$ cat src/hw/rtl/prc_pkg.sv
// ----------------------------------------------------------------------------
// prc_pkg
// Shared constants, request codes and control structs of the cheat patcher.
// ----------------------------------------------------------------------------
package prc_pkg;

  localparam int PAGE_SIZE       = 16384;
  localparam int NUM_PAGES       = 64;
  localparam int MAX_CHEATS      = 8;
  localparam int MAX_RESULTS     = 64;
  localparam int MAX_CHEAT_BYTES = 8;

  localparam int PAGE_BITS = $clog2(PAGE_SIZE);
  localparam int PIDX_W    = $clog2(NUM_PAGES);
  localparam int PCNT_W    = 33 - PAGE_BITS;
  localparam int CIDX_W    = $clog2(MAX_CHEATS);
  localparam int CCNT_W    = $clog2(MAX_CHEATS + 1);
  localparam int RCNT_W    = $clog2(MAX_RESULTS + 1);
  localparam int BIDX_W    = $clog2(MAX_CHEAT_BYTES);
  localparam int LEN_W     = 4;

  localparam int IN_W  = 200;
  localparam int OUT_W = 40;

  typedef enum logic [1:0] {
    REQ_MAP   = 2'd0,
    REQ_ADD   = 2'd1,
    REQ_FLUSH = 2'd2,
    REQ_TICK  = 2'd3
  } req_t;

  typedef struct packed {
    logic load;
    logic map_step;
    logic add;
    logic flush;
    logic next_cheat;
    logic byte_start;
    logic byte_read;
    logic byte_take;
    logic byte_next;
    logic emit_resp;
    logic emit_last;
  } cmd_t;

  typedef struct packed {
    req_t req;
    logic map_done;
    logic tick_ok;
    logic cheat_active;
    logic cheat_last;
    logic byte_last;
    logic hit;
    logic pend_valid;
    logic out_free;
  } sts_t;

endpackage

$ cat src/hw/rtl/prc_ctrl.sv
// ----------------------------------------------------------------------------
// prc_ctrl
// Sequencer: decodes each request and steps the datapath through page
// map walks and the byte-by-byte cheat walk of a tick.
// ----------------------------------------------------------------------------
module prc_ctrl (
  input  logic          clk,
  input  logic          rst,
  input  logic          in_valid,
  output logic          in_ready,
  input  prc_pkg::sts_t sts,
  output prc_pkg::cmd_t cmd
);

  typedef enum logic [7:0] {
    S_IDLE   = 8'b0000_0001,
    S_DECODE = 8'b0000_0010,
    S_MAP    = 8'b0000_0100,
    S_RESP   = 8'b0000_1000,
    S_CHEAT  = 8'b0001_0000,
    S_RD     = 8'b0010_0000,
    S_EV     = 8'b0100_0000,
    S_FIN    = 8'b1000_0000
  } state_t;

  state_t state, state_next;

  assign in_ready = (state == S_IDLE);

  always_ff @(posedge clk) begin
    if (rst) begin
      state <= S_IDLE;
    end else begin
      state <= state_next;
    end
  end

  always_comb begin
    state_next = state;
    cmd        = '0;
    case (state)
      S_IDLE: begin
        if (in_valid) begin
          cmd.load   = 1'b1;
          state_next = S_DECODE;
        end
      end
      S_DECODE: begin
        case (sts.req)
          prc_pkg::REQ_MAP: begin
            state_next = S_MAP;
          end
          prc_pkg::REQ_ADD: begin
            cmd.add    = 1'b1;
            state_next = S_RESP;
          end
          prc_pkg::REQ_FLUSH: begin
            cmd.flush  = 1'b1;
            state_next = S_RESP;
          end
          default: begin
            state_next = sts.tick_ok ? S_CHEAT : S_RESP;
          end
        endcase
      end
      S_MAP: begin
        if (sts.map_done) begin
          state_next = S_RESP;
        end else begin
          cmd.map_step = 1'b1;
        end
      end
      S_RESP: begin
        if (sts.out_free) begin
          cmd.emit_resp = 1'b1;
          state_next    = S_IDLE;
        end
      end
      S_CHEAT: begin
        if (sts.cheat_active) begin
          cmd.byte_start = 1'b1;
          state_next     = S_RD;
        end else if (sts.cheat_last) begin
          state_next = S_FIN;
        end else begin
          cmd.next_cheat = 1'b1;
        end
      end
      S_RD: begin
        cmd.byte_read = 1'b1;
        state_next    = S_EV;
      end
      S_EV: begin
        if (!(sts.hit && sts.pend_valid && !sts.out_free)) begin
          cmd.byte_take = sts.hit;
          if (!sts.byte_last) begin
            cmd.byte_next = 1'b1;
            state_next    = S_RD;
          end else if (!sts.cheat_last) begin
            cmd.next_cheat = 1'b1;
            state_next     = S_CHEAT;
          end else begin
            state_next = S_FIN;
          end
        end
      end
      S_FIN: begin
        if (sts.out_free) begin
          if (sts.pend_valid) begin
            cmd.emit_last = 1'b1;
          end else begin
            cmd.emit_resp = 1'b1;
          end
          state_next = S_IDLE;
        end
      end
      default: begin
        state_next = S_IDLE;
      end
    endcase
  end

endmodule

$ cat src/hw/rtl/prc_datapath.sv
// ----------------------------------------------------------------------------
// prc_datapath
// Page map memory, cheat table, walk counters, held write and output word.
// ----------------------------------------------------------------------------
module prc_datapath (
  input  logic                        clk,
  input  logic                        rst,
  input  prc_pkg::cmd_t               cmd,
  output prc_pkg::sts_t               sts,
  input  logic [1:0]                  in_req,
  input  logic [prc_pkg::IN_W-1:0]    in_data,
  input  logic                        cfg_wen,
  input  logic                        cfg_wdata,
  output logic                        out_valid,
  input  logic                        out_ready,
  output logic                        out_status,
  output logic                        out_wvalid,
  output logic [31:0]                 out_addr,
  output logic [7:0]                  out_data,
  output logic                        out_last
);

  localparam int PB = prc_pkg::PAGE_BITS;

  // request word
  logic [1:0]                req;
  logic                      present;
  logic [31:0]               c_addr;
  logic [63:0]               c_val;
  logic [prc_pkg::LEN_W-1:0] c_len;
  logic                      c_big;
  logic                      c_rep;

  // map walk
  logic [prc_pkg::PCNT_W-1:0] mp, mx, mpages;
  logic [31:0]                macc;
  logic [32:0]                size_round;

  // page map
  logic [31:0]                 page_mem [prc_pkg::NUM_PAGES];
  logic [prc_pkg::NUM_PAGES-1:0] mapped;

  // cheat table
  logic [31:0]               t_addr [prc_pkg::MAX_CHEATS];
  logic [63:0]               t_val  [prc_pkg::MAX_CHEATS];
  logic [prc_pkg::LEN_W-1:0] t_len  [prc_pkg::MAX_CHEATS];
  logic                      t_big  [prc_pkg::MAX_CHEATS];
  logic                      t_rep  [prc_pkg::MAX_CHEATS];
  logic [prc_pkg::CCNT_W-1:0] count;
  logic                       enabled;

  // tick walk
  logic [prc_pkg::CIDX_W-1:0] ci;
  logic [prc_pkg::BIDX_W-1:0] bx;
  logic [prc_pkg::RCNT_W-1:0] nw;
  logic                       resp_status;

  logic [31:0]               cur_addr;
  logic [prc_pkg::LEN_W-1:0] cur_len;
  logic [prc_pkg::LEN_W-1:0] rev_idx;
  logic [prc_pkg::BIDX_W-1:0] sel;
  logic [63:0]               cur_val;
  logic [31:0]               byte_addr;
  logic [prc_pkg::PIDX_W-1:0] rd_pg;

  logic [31:0]   rd_base;
  logic          rd_mapped;
  logic [PB-1:0] rd_off;
  logic [7:0]    rd_byte;

  logic          pend_valid;
  logic [31:0]   pend_addr;
  logic [7:0]    pend_data;

  logic          out_free;

  assign size_round = {1'b0, in_data[63:32]} + 33'(prc_pkg::PAGE_SIZE - 1);

  assign cur_addr  = t_addr[ci];
  assign cur_len   = t_len[ci];
  assign cur_val   = t_val[ci];
  assign byte_addr = cur_addr + 32'(bx);
  assign rd_pg     = byte_addr[PB +: prc_pkg::PIDX_W];
  assign rev_idx   = cur_len - prc_pkg::LEN_W'(1) - prc_pkg::LEN_W'(bx);
  assign sel       = t_big[ci] ? rev_idx[prc_pkg::BIDX_W-1:0] : bx;

  assign out_free = !out_valid || out_ready;

  always_comb begin
    sts              = '0;
    sts.req          = prc_pkg::req_t'(req);
    sts.map_done     = (mx == mpages) || (mp >= prc_pkg::PCNT_W'(prc_pkg::NUM_PAGES));
    sts.tick_ok      = enabled && (count != '0);
    sts.cheat_active = t_rep[ci] && (cur_len != '0);
    sts.cheat_last   = (prc_pkg::CCNT_W'(ci) + prc_pkg::CCNT_W'(1)) == count;
    sts.byte_last    = (prc_pkg::LEN_W'(bx) + prc_pkg::LEN_W'(1)) == cur_len;
    sts.hit          = rd_mapped && (nw < prc_pkg::RCNT_W'(prc_pkg::MAX_RESULTS));
    sts.pend_valid   = pend_valid;
    sts.out_free     = out_free;
  end

  // request capture and map walk
  always_ff @(posedge clk) begin
    if (cmd.load) begin
      req     <= in_req;
      present <= in_data[96];
      c_addr  <= in_data[128:97];
      c_val   <= in_data[192:129];
      c_len   <= in_data[196:193];
      c_big   <= in_data[197];
      c_rep   <= in_data[198];
      mp      <= prc_pkg::PCNT_W'(in_data[31:PB]);
      mx      <= '0;
      mpages  <= size_round[32:PB];
      macc    <= in_data[95:64];
    end else if (cmd.map_step) begin
      mp   <= mp + prc_pkg::PCNT_W'(1);
      mx   <= mx + prc_pkg::PCNT_W'(1);
      macc <= macc + 32'(prc_pkg::PAGE_SIZE);
    end
  end

  always_ff @(posedge clk) begin
    if (cmd.map_step) begin
      page_mem[mp[prc_pkg::PIDX_W-1:0]] <= present ? macc : 32'd0;
    end
  end

  always_ff @(posedge clk) begin
    if (cmd.byte_read) begin
      rd_base <= page_mem[rd_pg];
    end
  end

  always_ff @(posedge clk) begin
    if (rst) begin
      mapped <= '0;
    end else if (cmd.map_step) begin
      mapped[mp[prc_pkg::PIDX_W-1:0]] <= present;
    end
  end

  // cheat table
  always_ff @(posedge clk) begin
    if (cmd.add && (count < prc_pkg::CCNT_W'(prc_pkg::MAX_CHEATS))) begin
      t_addr[count[prc_pkg::CIDX_W-1:0]] <= c_addr;
      t_val[count[prc_pkg::CIDX_W-1:0]]  <= c_val;
      t_len[count[prc_pkg::CIDX_W-1:0]]  <=
        (c_len > prc_pkg::LEN_W'(prc_pkg::MAX_CHEAT_BYTES)) ?
        prc_pkg::LEN_W'(prc_pkg::MAX_CHEAT_BYTES) : c_len;
      t_big[count[prc_pkg::CIDX_W-1:0]]  <= c_big;
      t_rep[count[prc_pkg::CIDX_W-1:0]]  <= c_rep;
    end
  end

  always_ff @(posedge clk) begin
    if (rst) begin
      count   <= '0;
      enabled <= 1'b1;
    end else begin
      if (cfg_wen) begin
        enabled <= cfg_wdata;
      end
      if (cmd.flush) begin
        count <= '0;
      end else if (cmd.add && (count < prc_pkg::CCNT_W'(prc_pkg::MAX_CHEATS))) begin
        count <= count + prc_pkg::CCNT_W'(1);
      end
    end
  end

  always_ff @(posedge clk) begin
    if (cmd.load) begin
      resp_status <= 1'b0;
    end else if (cmd.add) begin
      resp_status <= (count >= prc_pkg::CCNT_W'(prc_pkg::MAX_CHEATS));
    end
  end

  // tick walk
  always_ff @(posedge clk) begin
    if (cmd.load) begin
      ci <= '0;
      nw <= '0;
    end else begin
      if (cmd.next_cheat) begin
        ci <= ci + prc_pkg::CIDX_W'(1);
      end
      if (cmd.byte_take) begin
        nw <= nw + prc_pkg::RCNT_W'(1);
      end
    end
    if (cmd.byte_start) begin
      bx <= '0;
    end else if (cmd.byte_next) begin
      bx <= bx + prc_pkg::BIDX_W'(1);
    end
    if (cmd.byte_read) begin
      rd_off  <= byte_addr[PB-1:0];
      rd_byte <= cur_val[{sel, 3'b000} +: 8];
    end
  end

  always_ff @(posedge clk) begin
    if (rst) begin
      rd_mapped <= 1'b0;
    end else if (cmd.byte_read) begin
      rd_mapped <= mapped[rd_pg];
    end
  end

  // held write: goes out once the next write or the end of the walk is known
  always_ff @(posedge clk) begin
    if (rst) begin
      pend_valid <= 1'b0;
    end else if (cmd.load || cmd.emit_last) begin
      pend_valid <= 1'b0;
    end else if (cmd.byte_take) begin
      pend_valid <= 1'b1;
    end
  end

  always_ff @(posedge clk) begin
    if (cmd.byte_take) begin
      pend_addr <= rd_base + 32'(rd_off);
      pend_data <= rd_byte;
    end
  end

  // output word
  always_ff @(posedge clk) begin
    if (rst) begin
      out_valid <= 1'b0;
    end else if (cmd.emit_resp || cmd.emit_last || (cmd.byte_take && pend_valid)) begin
      out_valid <= 1'b1;
    end else if (out_ready) begin
      out_valid <= 1'b0;
    end
  end

  always_ff @(posedge clk) begin
    if (cmd.emit_resp) begin
      out_status <= resp_status;
      out_wvalid <= 1'b0;
      out_addr   <= '0;
      out_data   <= '0;
      out_last   <= 1'b1;
    end else if (cmd.emit_last || (cmd.byte_take && pend_valid)) begin
      out_status <= 1'b0;
      out_wvalid <= 1'b1;
      out_addr   <= pend_addr;
      out_data   <= pend_data;
      out_last   <= cmd.emit_last;
    end
  end

endmodule

$ cat src/hw/rtl/paged_ram_cheat_patcher_top.sv
// ----------------------------------------------------------------------------
// paged_ram_cheat_patcher_top
// Page map and cheat table; ticks turn replace cheats into host byte writes.
// ----------------------------------------------------------------------------
// Requests enter on the s_axis word channel, one at a time: tready is high
// only while the sequencer is idle. Results leave on m_axis from a single
// output register, so a request can be taken while its last word waits.
// Map, add and flush give one word each; a tick gives one word per mapped
// byte of each replace cheat, tlast on the final one, or one empty word.
// A map writes one page map entry per page (at most 64); a tick visits
// each cheat and, for each byte of a replace cheat, does a page memory
// read and then a byte check. A stalled receiver holds the output word
// and the walk waits for it. Reset clears the page valid bits and the
// cheat count and enables cheats; no clearing pass is needed. cfg_wen
// writes cheats_enabled; the user must use it only while no request is
// in flight, and the block itself does not enforce this.
// ----------------------------------------------------------------------------
module paged_ram_cheat_patcher_top (
  input  logic                     clk,
  input  logic                     rst,
  input  logic                     s_axis_tvalid,
  output logic                     s_axis_tready,
  // region_start, region_size, region_base, region_present, cheat_address,
  // cheat_value, cheat_length, cheat_big_endian, cheat_is_replace, zero pad
  input  logic [prc_pkg::IN_W-1:0] s_axis_tdata,
  // req_type
  input  logic [1:0]               s_axis_tuser,
  output logic                     m_axis_tvalid,
  input  logic                     m_axis_tready,
  // write_address, write_data
  output logic [prc_pkg::OUT_W-1:0] m_axis_tdata,
  // status, write_valid
  output logic [1:0]               m_axis_tuser,
  output logic                     m_axis_tlast,
  input  logic                     cfg_wen,
  input  logic                     cfg_wdata
);

  prc_pkg::cmd_t cmd;
  prc_pkg::sts_t sts;

  logic        out_status;
  logic        out_wvalid;
  logic [31:0] out_addr;
  logic [7:0]  out_data;

  prc_ctrl u_ctrl (
    .clk      (clk),
    .rst      (rst),
    .in_valid (s_axis_tvalid),
    .in_ready (s_axis_tready),
    .sts      (sts),
    .cmd      (cmd)
  );

  prc_datapath u_dp (
    .clk        (clk),
    .rst        (rst),
    .cmd        (cmd),
    .sts        (sts),
    .in_req     (s_axis_tuser),
    .in_data    (s_axis_tdata),
    .cfg_wen    (cfg_wen),
    .cfg_wdata  (cfg_wdata),
    .out_valid  (m_axis_tvalid),
    .out_ready  (m_axis_tready),
    .out_status (out_status),
    .out_wvalid (out_wvalid),
    .out_addr   (out_addr),
    .out_data   (out_data),
    .out_last   (m_axis_tlast)
  );

  assign m_axis_tdata = {out_data, out_addr};
  assign m_axis_tuser = {out_wvalid, out_status};

endmodule

$ cat config.mk
export PLATFORM = sky130hd
export DESIGN_NAME = paged_ram_cheat_patcher_top
export DESIGN_NICKNAME = d
export VERILOG_FILES = /design/src/hw/rtl/prc_pkg.sv /design/src/hw/rtl/prc_ctrl.sv /design/src/hw/rtl/prc_datapath.sv /design/src/hw/rtl/paged_ram_cheat_patcher_top.sv
export SDC_FILE = /design/constraint.sdc
export NUM_CORES = 2
export LEC_CHECK = 0
export BUFFER_PORTS_ARGS = -buffer_cell sky130_fd_sc_hd__clkbuf_2
export CAP_MARGIN = 20
export CELL_PAD_IN_SITES_DETAIL_PLACEMENT = 2
export CELL_PAD_IN_SITES_GLOBAL_PLACEMENT = 2
export CORE_UTILIZATION = 53
export CTS_CLUSTER_DIAMETER = 60
export DETAILED_ROUTE_END_ITERATION = 6
export PLACE_DENSITY = 0.89
export SYNTH_ARGS = -nofsm -noshare
export SYNTH_HDL_FRONTEND = slang
export SYNTH_SLANG_ARGS = --single-unit
export TNS_END_PERCENT = 10
$ cat constraint.sdc
create_clock -name clk -period 16.2 [get_ports clk]
set_clock_uncertainty 0.05 [all_clocks]
set_input_delay 3.24 -clock clk [delete_from_list [all_inputs] [get_ports clk]]
set_output_delay 3.24 -clock clk [all_outputs]
set_load 0.02 [all_outputs]
==> results of run 1 <==
[cells by family after synthesis]
family	count (synthesis)	share of synthesized area [%]
buf+inv	359	1.231
mux	829	14.28
compound gates	422	2.216
fa+ha+maj	34	0.3646
simple gates	1160	4.317
flops	3184	76.54
xor+xnor	147	1.048
[through the flow]
step                    cells  cell area [µm²]  worst slack [ns]  hold WS, ns
after global placement   9232           128500             7.802       0.3538
after floorplan          6135           122800             7.040       0.3503
==> impl_metrics.toml, run 1 <==
[status]
status = "stopped before the end"
haltStage = "3_5_place_dp"
tool.error = "[ERROR DPL-0033] detailed placement checks failed during check placement."

[synth]
synthArstFlopShare_pct = 0
synth_edf_count = 3025
synth_commonest_cells = "edfxtp_1 (3025), mux4_2 (738), nand2_1 (498)"
yosys_warnings = 0
yosysUniqueCellTypes = 75
synth_nets = 6377
yosys.area.top_type = "edfxtp_1"
avgSynthCellArea_um2 = 20.02
synth.top_cell.area_share_pct = 73.95
seq_area_frac_synth_pct = 76.54
synth.most_common_cell = "edfxtp_1"
synth_seq_cells = 3184
synth_ff_type = "edfxtp_1"
synthTopCellsByArea = "edfxtp_1 (74%), mux4_2 (14%), dfxtp_1 (2.6%)"
synth_cells = 6135
netlist_area_um2 = 122800

[placed_design]
place_hpwl_um = 350800
io_buffers = 225
globalplace.congestion = 0.7968

[floorplanning]
boundaryPins = 253
fp.dieW_um = 483.4
rows = 176
start_util_pct = 53.38
die_y_um = 483.4
==> run 2: changes to the inputs <==
CELL_PAD_IN_SITES_DETAIL_PLACEMENT = not set   (was 2)
CELL_PAD_IN_SITES_GLOBAL_PLACEMENT = not set   (was 2)
CORE_UTILIZATION = 40   (was 53)
CTS_CLUSTER_DIAMETER = not set   (was 60)
PLACE_DENSITY = not set   (was 0.89)
PLACE_DENSITY_LB_ADDON = 0.15   (was not set)
==> run 2 against run 1 <==
Compared with the run above: the flow now finishes without violations; synthesized cell count unchanged; synthesized area unchanged.
==> impl_metrics.toml, run 2 <==
[status]
status = "completed"

[global_routing]
grt_max_degree = 117
grt_pass1_wl_um = 469000
globalRouteOverflowTotal = 0
grt_pass1_vias = 63790
antenna_found_initial = 28
track_usage_pct = 21.32

[route]
drc = 0
wirelength_um = 331400
drt_iter0_drc = 6179
wl_per_cell_um = 30.22
viasPerCell = 5.570
num_vias = 61090
first_pass_iters = 6
drt.antenna.violating_nets = 0

[cts]
cts_hold_buf = 0
root_buffer = "clkbuf_16"
post_cts_buffers = 0
post_cts_resized = 0
cts_tree = "built"
cts_buffers = 342
path_clk_slew_ns = 0.06
h-tree-depth = 5
worst_skew_pair.late_latency_ns = 0.93
cts.sinks = 3184
ctsLongestPathBuffers = 4

[power_and_ir_drop]
p_int_mw = 14.49
pwr-share-clk_pct = 40.2
peakVddDrop_mv = 0.1237
power_switching_mw = 4.548
p_per_area_nw_per_um2 = 134.9
cellLeakagePower_nw = 44.72
power.total_mw = 19.03
p_comb_share_pct = 7.3
seqPwrFrac_pct = 52.5
sw_frac_of_total_pct = 23.89

[cells_and_area]
stdcell_count = 10970
finish.utilization_pct = 46.19
largest_register_ffs = 2048
nets = 6827
fill_cells = 25820
layout_commonest_cell = "edfxtp_1"
drive_above_1_share_pct = 25.94
layout_common_cells = "edfxtp_1 (3025), mux4_2 (738), nand2_1 (496)"
fin_area_um2 = 141100
syn2layout_area_growth_pct = 14.90

[placed_design]
numPlacedInstances = 10340
io_buffers = 225
place_hpwl_um = 186100
placed_area_um2 = 130100
globalplace.congestion = 0.8252

[floorplanning]
die_y_um = 556.2
fp.dieW_um = 556.2
dieArea_um2 = 309300
boundaryPins = 253
start_util_pct = 40.20
core_um2 = 305600
rows = 203

[flow_run]
maxCapViolCount = 0

[synth]
netlist_area_um2 = 122800
yosys_warnings = 0
synth-adder-area-share_pct = 0.3646
yosys.area.top_type = "edfxtp_1"
synthTopCellsByArea = "edfxtp_1 (74%), mux4_2 (14%), dfxtp_1 (2.6%)"
avgSynthCellArea_um2 = 20.02
yosysUniqueCellTypes = 75
synthMuxAreaShare_pct = 14.28
synth.top_cell.area_share_pct = 73.95
synthSimpleGateAreaFrac_pct = 4.317
seq_area_frac_synth_pct = 76.54
synth_top_family_by_area = "multiplexers"
synth_cells = 6135
synthArstFlopShare_pct = 0
synth_commonest_cells = "edfxtp_1 (3025), mux4_2 (738), nand2_1 (498)"
synth_compound_area_share_pct = 2.216
synthXorXnorAreaFrac_pct = 1.048
synth_edf_count = 3025
synth_nets = 6377
synth_seq_cells = 3184
synth.most_common_cell = "edfxtp_1"
synth_ff_type = "edfxtp_1"

[worst_setup_path]
slowest_delay_ns = 0.94
crit_fanout = 96
end_kind = "flip-flop"
r2r_end = "u_dp.rd_base[0]$_DFFE_PP_"
worstPathArrival_ns = 9.79
critPathCapture = "u_dp.rd_base[0]$_DFFE_PP_"
worst-endpoint-required_ns = 16.76
ff2ff_path_depth = 18
cpMostUsedCell = "buf_4"
cp_cell_sequence = "buf_4, mux4_2, mux2i_1, inv_1, ha_1, nand3_1, a21boi_0, a22oi_1, buf_4, nand4b_2, xor2_4, buf_4, buf_12, buf_4, mux4_2, a221oi_1, o21ai_1, a211o_1"
path_class = "reg -> reg"
r2r_slack_ns = 6.98
critPathLaunchType = "flip-flop"
critPathSlowestCell = "xor2_4"

[sta]
setup_viol = 0
slew_viol_final = 0
setup_tns_ns = 0
finalCritPeriodShare_pct = 56.94
min_period_ns = 9.225
hold_viol = 0
rsz0062_at_grt = "false"
tightest_slew_ns = 1.173
max-slew-margin-rel_pct = 21.58
clock.fmax_mhz = 108.4

[min_path]
hold_path.class = "reg -> reg"
-- run 2: cell counts after synthesis --
Identical to the previous run, type by type.
-- run 2: kinds of logic (layout without fill, tap and decap cells) --
group | after synthesis | after routing
other | 0 | 6
AND/OR/NAND/NOR | 1160 | 1160
buffers and inverters | 359 | 1085
adder cells (fa/ha/maj) | 34 | 34
multiplexers | 829 | 829
flip-flops | 3184 | 3184
XOR/XNOR | 147 | 147
AO/OA/AOI/OAI | 422 | 422
-- run 2: cell type report --
| class | count | area [µm²] | share of cell area [%] |
|---|---|---|---|
| flip-flops and latches | 3184 | 94030 | 66.62 |
| diodes | 6 | 15.01 | 0.01064 |
| multi-input cells | 2592 | 28030 | 19.86 |
| clock buffers | 441 | 9189 | 6.511 |
| well taps | 4100 | 5130 | 3.635 |
| repair buffers | 423 | 2830 | 2.005 |
| clock inverters | 179 | 1747 | 1.238 |
| inverters | 42 | 165.2 | 0.1170 |
-- run 2: layer usage --
| layer | track usage (%) | share of wire, % | vias up |
|---|---|---|---|
| li1 | - | - | 25910 |
| met5 | 0 | 0.0084 | - |
| met2 | 35.84 | 50 | 2010 |
| met4 | 5.675 | 2.6 | 4 |
| met1 | 28.91 | 42 | 32770 |
| met3 | 3.316 | 6.3 | 399 |
-- run 2: how the worst min path moves through the flow --
| stage | slack [ns] | start | cells after the start | to |
|---|---|---|---|---|
| after detailed placement | 0.36 | u_dp.rd_byte[6]$_DFFE_PP_ | 0 | u_dp.pend_data[6]$_DFFE_PP_ |
| final | 0.37 | u_dp.rd_byte[0]$_DFFE_PP_ | 0 | u_dp.pend_data[0]$_DFFE_PP_ |
| after global placement | 0.36 | u_dp.rd_byte[2]$_DFFE_PP_ | 0 | u_dp.pend_data[2]$_DFFE_PP_ |
| after global routing | 0.38 | u_dp.rd_byte[0]$_DFFE_PP_ | 0 | u_dp.pend_data[0]$_DFFE_PP_ |
| after CTS | 0.37 | u_dp.rd_byte[0]$_DFFE_PP_ | 0 | u_dp.pend_data[0]$_DFFE_PP_ |
| after floorplan | 0.35 | u_dp.rd_byte[0]$_DFFE_PP_ | 0 | u_dp.pend_data[0]$_DFFE_PP_ |
-- run 2: through the flow --
| stage | worst slack, ns | hold slack, ns |
|---|---|---|
| after floorplan | 7.040 | 0.3503 |
| after global routing | 6.460 | 0.3762 |
| after detailed placement | 6.926 | 0.3644 |
| after global placement | 6.986 | 0.3562 |
| final | 6.975 | 0.3698 |
| after CTS | 6.935 | 0.3664 |
-- run 2: worst max-delay path, delay by kind of cell, from the launching register on --
kind                     cells  cell delay (ns)
AO/OA/AOI/OAI                5             1.45
XOR/XNOR                     1             0.94
adder cells (fa/ha/maj)      1             0.29
buffers and inverters        6             2.90
flip-flops                   1             0.83
multiplexers                 3             1.46
AND/OR/NAND/NOR              2             0.57
-- run 2: power groups by stage --
stage	combinational (mW)	clock (mW)	sequential, mW
global route	1.49	8.11	10.0
CTS	1.40	7.80	9.99
finish	1.39	7.65	9.99
global placement	1.35	0	10.1
floorplan	0.687	0	10.1
detailed placement	1.40	0	10.2
Power figures use the tool's default switching activity.
